==> src/hdl/cbpg_pkg.sv <==
// Shared types and constants for the cubic Bezier point generator.
// No dependencies; every other file imports this package.
package cbpg_pkg;

  localparam int COORD_BITS = 12;
  localparam int T_BITS     = 16;
  localparam int NUM_REGS   = 8;
  localparam int IDX_BITS   = 4;
  localparam logic [T_BITS:0] STEP = (T_BITS+1)'(492);

  typedef logic [COORD_BITS-1:0] coord_t;
  typedef logic [T_BITS-1:0]     tparam_t;
  typedef logic [IDX_BITS-1:0]   reg_idx_t;

  // Controller states
  typedef enum logic [1:0] {
    ST_IDLE,
    ST_CALC,
    ST_PUSH
  } cbpg_state_t;

  // Interpolation steps of the de Casteljau construction
  typedef enum logic [2:0] {
    LERP_A,   // P0..P1
    LERP_B,   // P1..P2
    LERP_C,   // P2..P3
    LERP_M,   // A..B
    LERP_N,   // B..C
    LERP_R    // M..N, the curve point
  } lerp_step_t;

  typedef struct packed {
    logic       accept;
    logic       calc;
    lerp_step_t step;
    logic       load_out;
  } cbpg_cmd_t;

endpackage

==> src/hdl/cbpg_ctrl.sv <==
// Sequencer for the cubic Bezier point generator: accepts an item, steps the
// datapath through six interpolations and hands the point to the output register.
// Depends on cbpg_pkg.
module cbpg_ctrl
  import cbpg_pkg::*;
(
  input  logic      clk,
  input  logic      rst,
  input  logic      req_valid,
  output logic      req_ready,
  output logic      rsp_valid,
  input  logic      rsp_ready,
  output cbpg_cmd_t cmd
);

  cbpg_state_t state, state_next;
  lerp_step_t  step, step_next;
  logic        out_free;

  assign out_free = !rsp_valid || rsp_ready;

  always_comb begin
    state_next = state;
    case (state)
      ST_IDLE: begin
        if (req_valid) state_next = ST_CALC;
      end
      ST_CALC: begin
        if (step == LERP_R) state_next = ST_PUSH;
      end
      ST_PUSH: begin
        if (out_free) state_next = ST_IDLE;
      end
      default: state_next = ST_IDLE;
    endcase
  end

  always_comb begin
    case (step)
      LERP_A:  step_next = LERP_B;
      LERP_B:  step_next = LERP_C;
      LERP_C:  step_next = LERP_M;
      LERP_M:  step_next = LERP_N;
      LERP_N:  step_next = LERP_R;
      default: step_next = LERP_A;
    endcase
  end

  always_comb begin
    req_ready    = (state == ST_IDLE);
    cmd.accept   = (state == ST_IDLE) && req_valid;
    cmd.calc     = (state == ST_CALC);
    cmd.step     = step;
    cmd.load_out = (state == ST_PUSH) && out_free;
  end

  always_ff @(posedge clk) begin
    if (rst) begin
      state     <= ST_IDLE;
      step      <= LERP_A;
      rsp_valid <= 1'b0;
    end else begin
      state <= state_next;
      if (cmd.calc) step <= step_next;
      else          step <= LERP_A;
      if (cmd.load_out)   rsp_valid <= 1'b1;
      else if (rsp_ready) rsp_valid <= 1'b0;
    end
  end

endmodule

==> config.mk <==
export PLATFORM = sky130hd
export DESIGN_NAME = cbpg_ctrl
export DESIGN_NICKNAME = d
export VERILOG_FILES = /design/src/hdl/cbpg_pkg.sv /design/src/hdl/cbpg_ctrl.sv
export SDC_FILE = /design/constraint.sdc
export NUM_CORES = 1
export LEC_CHECK = 0
export ABC_AREA = 1
export BUFFER_PORTS_ARGS = -buffer_cell sky130_fd_sc_hd__clkbuf_2
export CELL_PAD_IN_SITES_DETAIL_PLACEMENT = 0
export CELL_PAD_IN_SITES_GLOBAL_PLACEMENT = 1
export CORE_AREA = 2 2 39 41
export CTS_CLUSTER_SIZE = 25
export DETAILED_ROUTE_END_ITERATION = 16
export DIE_AREA = 0 0 41 43
export GPL_TIMING_DRIVEN = 0
export PLACE_DENSITY_LB_ADDON = 0.1
export SETUP_SLACK_MARGIN = 0.3
export SYNTH_ARGS = -nofsm -noshare
export SYNTH_HDL_FRONTEND = slang
export SYNTH_SLANG_ARGS = --single-unit
export TNS_END_PERCENT = 30
==> constraint.sdc <==
create_clock -name clk -period 0.95 [get_ports clk]
set_input_delay 0.19 -clock clk [delete_from_list [all_inputs] [get_ports clk]]
set_output_delay 0.19 -clock clk [all_outputs]
set_load 0.02 [all_outputs]
==> results_dict.tcl <==
set metrics [dict create \
    cts_tree "done" \
    initial_utilization 0.199 \
    rows 14 \
    rsz0062_at_grt "yes" \
    drt_iter0_markers 7 \
    synth_common_cells "nand2_1 (7), dfxtp_1 (6), a21oi_1 (4), inv_1 (4), nor2_1 (4)" \
    synth_edf_count 0 \
    holdBufCountCts 0 \
    max_freq_mhz 871 \
    yosys_warnings 0 \
    crit_fanout 2 \
    worst_slew_pin_slew_ps 207 \
    detail-route-antenna-nets 0 \
    maxCapViolations 0 \
    ys.flop_type "dfxtp_1" \
    min_to "state[0]$_SDFFE_PP0P_" \
    hp-class "input port to flip-flop" \
    cp-start-kind "flip-flop" \
    yosysMostFrequentCell "nand2_1" \
    diodes 0 \
    synth_top_cell_area_share 0.436 \
    drc_errors 0 \
    root_buffer "clkbuf_4" \
    die_w_microns 41 \
    clk_latency_ps 240 \
    wl_per_cell_microns 9.64 \
    core_area_sq_um 1380 \
    synth_area_sq_um 275 \
    synth_top_area_cell "dfxtp_1" \
    ir_drop_v 0.000580 \
    drive_gt1_frac 0.679 \
    wirelength_microns 665 \
    rr_startpoint "state[0]$_SDFFE_PP0P_" \
    viasPerCell 4.10 \
    gp_congestion 0.628 \
    grt.overflow.total 0 \
    rrSetupSlack_ps 30 \
    htreeDepth 1 \
    hold_viol_final 0 \
    die-area_sq_um 1760 \
    slew_headroom 0.862 \
    syn_to_final_growth_pct 95.5 \
    violations "setup timing" \
    crit_buf_inv 2 \
    cp-end-kind "output port" \
    ys_top_cells_by_area "dfxtp_1 (44%), nand2_1 (9.5%), a21oi_1 (7.3%), inv_1 (5.5%), nor2_1 (5.5%)" \
    setup_violations 4 \
    clk_path_buf_depth 2 \
    track_usage 0.0949 \
    timing.final.crit_period_ps 1150 \
    p_per_area_nw_per_um2 1160 \
    setup_ws_ps -199 \
    hold_depth 2 \
    worstPathRequired_ps 760 \
    max_stage_delay_ps 350 \
    fill_cells 148 \
    dr.pass1.iters 2 \
    crit_chain "inv_4 -> nand2_4 -> a21oi_4 -> buf_8" \
    hold_start "rst" \
    grt_pass1_wl_mm 1.06 \
    cp_top_family "flip-flops" \
    power_mw 0.624 \
    path_clk_slew_ps 40 \
    synth_seq_cells 6 \
    fp.dieH_microns 43 \
    arrival_ps 960 \
    ff2ff_path_depth 5 \
    timing.clock.skew_ps 0.462 \
    antenna_found_initial 0 \
    boundaryPins 12 \
    synth.avg_cell_area_sq_um 7.86 \
    slowest_stage "dfxtp_4" \
    synth_fp_nets 39 \
    portBuffers 11 \
    final_max_slew_viol_count 0 \
    period_share 1.21 \
    grt_max_degree 7 \
    r2r-end "step[0]$_SDFF_PP0_" \
    vias 283 \
    synth-async-reset-ratio 0 \
    cts_sinks 6 \
    netlist_instances 35 \
    cts_made_buffers 3 \
    final_nets 59 \
    synth_cell_types 15 \
    dpl_worst_slack_ps -48.2 \
    first_global_vias 248 \
    leakage_nw 0.245 \
    path_class "flip-flop to output port" \
    status "finished with violations" \
    seq_area_frac_synth 0.436 \
]
per-layer routing:
layer	wire length (microns)	GRT usage
met1	256	0.108
met4	5	0.0800
met2	366	0.134
met3	36	0.0314
met5	0	0
stage by stage:
stage          instance area [sq um]  utilization  std cells  hold slack, ps  TNS (ps)
2_1_floorplan                    300            -         35             252         0
3_3_place_gp                     375        0.271         62             407     -71.1
3_5_place_dp                     375        0.271         62             411     -92.3
4_1_cts                          505        0.365         67             147      -815
5_1_grt                          538        0.389         69             151      -964
6_report                         538        0.389         69             158      -760
power breakdown:
| part | internal, mW | leakage, nW | switching, mW |
|---|---|---|---|
| registers | 0.251 | 0.0530 | 0.0111 |
| logic | 0.0722 | 0.178 | 0.0622 |
| clock network | 0.142 | 0.0138 | 0.0855 |
| total | 0.465 | 0.245 | 0.159 |
sequential cells by signal (all words and copies together) (netlist names):
name,flops
rsp_valid,1
step,3
state,2
worst max-delay path by stage:
stage,start,to,cells past startpoint,slack (ps)
3_5_place_dp,state[0]$_SDFFE_PP0P_,cmd[4],4,-50
5_1_grt,state[1]$_SDFFE_PP0P_,cmd[5],4,-240
4_1_cts,state[0]$_SDFFE_PP0P_,cmd[4],4,-240
3_3_place_gp,state[0]$_SDFFE_PP0P_,cmd[4],4,-40
2_1_floorplan,state[1]$_SDFFE_PP0P_,cmd[5],3,60
6_report,state[0]$_SDFFE_PP0P_,cmd[0],4,-200
final cells by class:
class,count,area [sq um],area share
clock buffer,3,22.5,0.0419
inverter,5,21.3,0.0395
buffer,1,11.3,0.0209
sequential,6,140,0.260
timing repair buffer,15,165,0.307
multi-input combinational,23,158,0.293
tap,16,20.0,0.0372
placed cells by master, fill, tap and decap left out:
cell type | synthesis | routed
buf_8 | 0 | 8
nand2_1 | 7 | 5
dfxtp_4 | 0 | 5
buf_4 | 1 | 4
inv_1 | 4 | 3
nor2_1 | 4 | 3
a21oi_1 | 4 | 3
clkbuf_4 | 0 | 3
clkbuf_2 | 0 | 3
nand2_4 | 1 | 2
nor2_4 | 1 | 2
inv_4 | 0 | 1
a21oi_4 | 0 | 1
nand2_2 | 0 | 1
inv_2 | 1 | 1
nor2_2 | 1 | 1
a31oi_1 | 1 | 1
nor3_2 | 1 | 1
o21ai_1 | 1 | 1
o21ai_0 | 1 | 1
nor3b_2 | 1 | 1
buf_6 | 0 | 1
dfxtp_2 | 0 | 1
cell families after synthesis:
kind of cell / share of synthesized area
and+or+nand+nor: 0.336
AOI/OAI and AO/OA: 0.132
DFF: 0.436
buffers and inverters: 0.0954
repair_timing:
item	in CTS	in global routing
setup endpoints to repair	14	14
resized for setup	24	11
pin swaps	4	4
buffers inserted	2	2
(Power assumes the default switching activity.)
