[src/hdl/cbpg_pkg.sv]
// Shared types and constants for the cubic Bezier point generator.
// No dependencies; every other file imports this package.
package cbpg_pkg;

  localparam int COORD_BITS = 12;
  localparam int T_BITS     = 16;
  localparam int NUM_REGS   = 8;
  localparam int IDX_BITS   = 4;
  localparam logic [T_BITS:0] STEP = (T_BITS+1)'(492);

  typedef logic [COORD_BITS-1:0] coord_t;
  typedef logic [T_BITS-1:0]     tparam_t;
  typedef logic [IDX_BITS-1:0]   reg_idx_t;

  // Controller states
  typedef enum logic [1:0] {
    ST_IDLE,
    ST_CALC,
    ST_PUSH
  } cbpg_state_t;

  // Interpolation steps of the de Casteljau construction
  typedef enum logic [2:0] {
    LERP_A,   // P0..P1
    LERP_B,   // P1..P2
    LERP_C,   // P2..P3
    LERP_M,   // A..B
    LERP_N,   // B..C
    LERP_R    // M..N, the curve point
  } lerp_step_t;

  typedef struct packed {
    logic       accept;
    logic       calc;
    lerp_step_t step;
    logic       load_out;
  } cbpg_cmd_t;

endpackage

[src/hdl/cbpg_datapath.sv]
// Datapath of the cubic Bezier point generator: control point registers,
// curve parameter, one interpolation unit per axis and the output register.
// Depends on cbpg_pkg.
module cbpg_datapath
  import cbpg_pkg::*;
(
  input  logic      clk,
  input  logic      rst,
  input  logic      cfg_we,
  input  reg_idx_t  cfg_index,
  input  coord_t    cfg_data,
  input  logic      restart,
  input  cbpg_cmd_t cmd,
  output coord_t    point_x,
  output coord_t    point_y,
  output logic      last_point
);

  // floor(a + (b - a) * t / 2^T_BITS), exact for either direction
  function automatic coord_t lerp_floor(coord_t a, coord_t b, tparam_t t);
    logic signed [COORD_BITS:0]          diff;
    logic signed [COORD_BITS+T_BITS+1:0] prod;
    logic signed [COORD_BITS+1:0]        sum;
    diff = $signed({1'b0, b}) - $signed({1'b0, a});
    prod = diff * $signed({1'b0, t});
    sum  = $signed({2'b00, a}) + $signed(prod[COORD_BITS+T_BITS+1:T_BITS]);
    return sum[COORD_BITS-1:0];
  endfunction

  coord_t  cp [2][4];        // [axis][control point]
  tparam_t curve_param;
  tparam_t t_cur;
  logic    last_cur;

  tparam_t         t_use;
  logic [T_BITS:0] t_sum;

  assign t_use = restart ? '0 : curve_param;
  assign t_sum = {1'b0, t_use} + STEP;

  always_ff @(posedge clk) begin
    if (rst) begin
      curve_param <= '0;
      for (int ax = 0; ax < 2; ax++) begin
        for (int k = 0; k < 4; k++) cp[ax][k] <= '0;
      end
    end else begin
      if (cfg_we && (cfg_index < reg_idx_t'(NUM_REGS)))
        cp[cfg_index[0]][cfg_index[2:1]] <= cfg_data;
      if (cmd.accept)
        curve_param <= t_sum[T_BITS] ? '0 : t_sum[T_BITS-1:0];
    end
  end

  always_ff @(posedge clk) begin
    if (cmd.accept) begin
      t_cur    <= t_use;
      last_cur <= t_sum[T_BITS];
    end
  end

  coord_t pt [2];

  for (genvar ax = 0; ax < 2; ax++) begin : g_axis
    coord_t ra, rb, rc, rm, rn, rr;
    coord_t op_a, op_b, res;

    always_comb begin
      case (cmd.step)
        LERP_A:  begin op_a = cp[ax][0]; op_b = cp[ax][1]; end
        LERP_B:  begin op_a = cp[ax][1]; op_b = cp[ax][2]; end
        LERP_C:  begin op_a = cp[ax][2]; op_b = cp[ax][3]; end
        LERP_M:  begin op_a = ra;        op_b = rb;        end
        LERP_N:  begin op_a = rb;        op_b = rc;        end
        default: begin op_a = rm;        op_b = rn;        end
      endcase
    end

    assign res = lerp_floor(op_a, op_b, t_cur);

    always_ff @(posedge clk) begin
      if (cmd.calc) begin
        case (cmd.step)
          LERP_A:  ra <= res;
          LERP_B:  rb <= res;
          LERP_C:  rc <= res;
          LERP_M:  rm <= res;
          LERP_N:  rn <= res;
          default: rr <= res;
        endcase
      end
    end

    assign pt[ax] = rr;
  end

  always_ff @(posedge clk) begin
    if (cmd.load_out) begin
      point_x    <= pt[0];
      point_y    <= pt[1];
      last_point <= last_cur;
    end
  end

endmodule

[config.mk]
export PLATFORM = sky130hd
export DESIGN_NAME = cbpg_datapath
export DESIGN_NICKNAME = d
export VERILOG_FILES = /design/src/hdl/cbpg_pkg.sv /design/src/hdl/cbpg_datapath.sv
export SDC_FILE = /design/constraint.sdc
export NUM_CORES = 1
export LEC_CHECK = 0
export ABC_AREA = 1
export BUFFER_PORTS_ARGS = -buffer_cell sky130_fd_sc_hd__buf_2
export CAP_MARGIN = 10
export CORE_MARGIN = 3
export CORE_UTILIZATION = 60
export CTS_CLUSTER_DIAMETER = 30
export DETAILED_ROUTE_END_ITERATION = 7
export PLACE_DENSITY = 0.8
export SETUP_SLACK_MARGIN = 0.15
export SLEW_MARGIN = 20
export SYNTH_ARGS = -nofsm -noshare
export SYNTH_HDL_FRONTEND = slang
export SYNTH_SLANG_ARGS = --single-unit
[constraint.sdc]
create_clock -name clk -period 20.9 [get_ports clk]
set_clock_uncertainty 0.1 [all_clocks]
set_input_delay 1.045 -clock clk [delete_from_list [all_inputs] [get_ports clk]]
set_output_delay 1.045 -clock clk [all_outputs]
set_load 0.02 [all_outputs]
==> impl_metrics.tcl <==
set metrics [dict create \
    status "finished, violations left" \
    violations "DRC" \
    layout_common_cells "nand2_1, inv_1, nor2_1, fa_1, edfxtp_1" \
    cts_setup_buffers 0 \
    cts_tree "built" \
    post-synth-top-area-fraction_pct 30.9 \
    worst_path_most_repeated_cell "fa_1" \
    startpoint_type "primary input" \
    synth_top_family_by_area "adder cells" \
    synth_area_leader_cell "edfxtp_1" \
    grt_pass1_vias 22600 \
    synthMuxAreaShare_pct 0 \
    synth_xor_area_share_pct 1.72 \
    clk_pin_slew_ps 50 \
    ys_types 57 \
    area_growth_pct 9.24 \
    place_congestion 0.971 \
    dp_hpwl_um 55500 \
    drive_gt1_share_pct 7.72 \
    reg2reg_depth 41 \
    crit_required_ps 21100 \
    grt_max_degree 43 \
    viasPerCell 5.97 \
    min_to "point_x[1]" \
    rsz0062_at_grt "no" \
    ff2ff_setup_slack_ps 11100 \
    clk_path_buf_depth 3 \
    yosys.area_share.simple_pct 16.7 \
    hold_buffers 0 \
    yosys-top-cells-area "edfxtp_1, fa_1, ha_1" \
    hold_path_depth 0 \
    antennaDiodeCount 0 \
    syn-num-nets 3544 \
    numClockSinks 298 \
    io_pins 51 \
    worst_pin_slew_ps 1090 \
    arrival_ps 11630 \
    dp_slack_ps 9290 \
    syn_inst 2987 \
    core_um2 44600 \
    layout_commonest_cell "nand2_1" \
    fmax_mhz 87.5 \
    yosysSeqAreaShare_pct 32.1 \
    die_h_um 220 \
    io_buffers 50 \
    finalSetupViolCount 0 \
    finalHoldViolCount 0 \
    finalWorstSetupSlack_ps 9470 \
    drtIter0Drc 2516 \
    initial_core_util_pct 61.4 \
    worstSetupEndpointType "flop" \
    rr_endpoint "g_axis[0].rn[9]" \
    ys_seq_elements 298 \
    ys_warn_count 0 \
    fin_crit_ps 11430 \
    report.final.slew_viol_count 0 \
    rows 77 \
    cp_slowest_cell "xor2_2" \
    timing.rr.start "cp[0][12]" \
    antenna_found_initial 0 \
    min_period_over_period_pct 54.7 \
    syn_area_um2 27400 \
    grt.overflow.total 0 \
    wirelength_um 74100 \
    syn_avg_cell_area_um2 9.17 \
    post_cts_resized 0 \
    drc_errors 5 \
    tns_ps 0 \
    critical_path.max_fanout 35 \
    hold_path.class "flop to flop" \
    critical_path.max_stage_delay_ps 540 \
    chipWidth_um 220 \
    numCtsBuffers 49 \
    stdcell_area_um2 29900 \
    root_buffer "clkbuf_16" \
    vias 21800 \
    synth_compound_area_share_pct 7.48 \
    min_from "g_axis[0].rr[1]" \
    fin_nets 3574 \
    synth-edff-count 282 \
    clkLatencyLatePin_ps 580 \
    ant_nets 0 \
    grt_usage_pct 31.5 \
    wl_per_cell_um 20.3 \
    worst-setup-path-type "primary input to flop" \
    placed_area_um2 28200 \
    drtPass1Iterations 8 \
    drv_cap 0 \
    synth-main-ff-cell "edfxtp_1" \
    synthArstFlopShare_pct 0 \
    ctsHtreeMaxLevel 2 \
    grt_pass1_wl_um 118000 \
    max_slew_margin_pct 27.0 \
    die_area_um2 48200 \
    synthAdderAreaFrac_pct 32.8 \
]
[worst max-delay path by stage]
stage	slack (ps)	startpoint	to
6_report	9470	cmd[3]	g_axis[1].rb[10]
5_1_grt	8910	cmd[3]	g_axis[1].rb[10]
4_1_cts	9710	cmd[3]	g_axis[1].rn[10]
3_5_place_dp	9290	cmd[3]	g_axis[1].rb[10]
3_3_place_gp	9560	cmd[3]	g_axis[1].ra[10]
2_1_floorplan	11300	cmd[3]	g_axis[1].ra[10]
[synthesized netlist by cell type (all sizes together) (2+ instances only)]
master,count
nand2,548
a22oi,8
o22ai,13
o31ai,2
o211a,2
a31oi,23
xor2,35
a41oi,4
or2,37
o211ai,6
a21o,8
a211oi,3
nand3,100
o21bai,11
buf,30
clkinv,4
edfxtp,282
a221o,2
a21boi,3
a21oi,106
o2111ai,7
inv,567
nor4,2
nor2,365
o21a,18
o221ai,5
a22o,3
o21ai,77
nor3,25
ha,221
clkbuf,63
a221oi,25
nand4,33
xnor2,17
fa,310
dfxtp,16
[sequential cells by signal (all words and copies together), names as in the netlist]
name / cells
point_y: 12
curve_param: 16
g_axis.rn: 24
g_axis.rc: 24
g_axis.rm: 24
cp: 96
last_cur: 1
g_axis.rb: 24
g_axis.ra: 24
g_axis.rr: 24
point_x: 12
last_point: 1
t_cur: 16
[critical path, delay by kind of cell]
family / cells / cell delay, ps
adders and majority gates: 11 / 4510
buffers and inverters: 11 / 1710
and+or+nand+nor: 13 / 1540
AOI/OAI and AO/OA: 9 / 1690
xor gates and xnor gates: 3 / 1060
[per-layer routing]
metal | global-route usage (%) | part of all wire (%) | vias up
met5 | 0 | 0 | -
met4 | 16.9 | 6.1 | 0
met1 | 40.2 | 37 | 10500
met3 | 5.25 | 9.8 | 350
li1 | - | - | 9624
met2 | 52.0 | 47 | 1337
[final cells by class]
type / count / area, um2
multi-input cells: 2025 / 16100
fillers: 3431 / 14700
flip-flops and latches: 298 / 8790
inverters: 571 / 2140
clock buffers: 52 / 1240
well taps: 592 / 741
clock inverters: 40 / 483
repair buffers: 72 / 415
[through the flow]
stage | util (%) | instances | hold slack [ps]
after global routing | 67.1 | 3650 | 328
after detailed placement | 63.2 | 3558 | 305
after CTS | 67.1 | 3650 | 324
final | 67.1 | 3650 | 322
after floorplan | - | 2987 | 300
after global placement | 63.2 | 3558 | 302
[logic make-up after synthesis]
| kind of cell | count (synthesis) |
|---|---|
| flip-flops | 298 |
| XOR/XNOR | 52 |
| AO/OA/AOI/OAI | 330 |
| buffers and inverters | 664 |
| adder cells (fa/ha/maj) | 531 |
| AND/OR/NAND/NOR | 1112 |
Power is left out: the tool's default activity adds up to more than one toggle a clock period on the data nets, which glitch-free logic cannot reach.
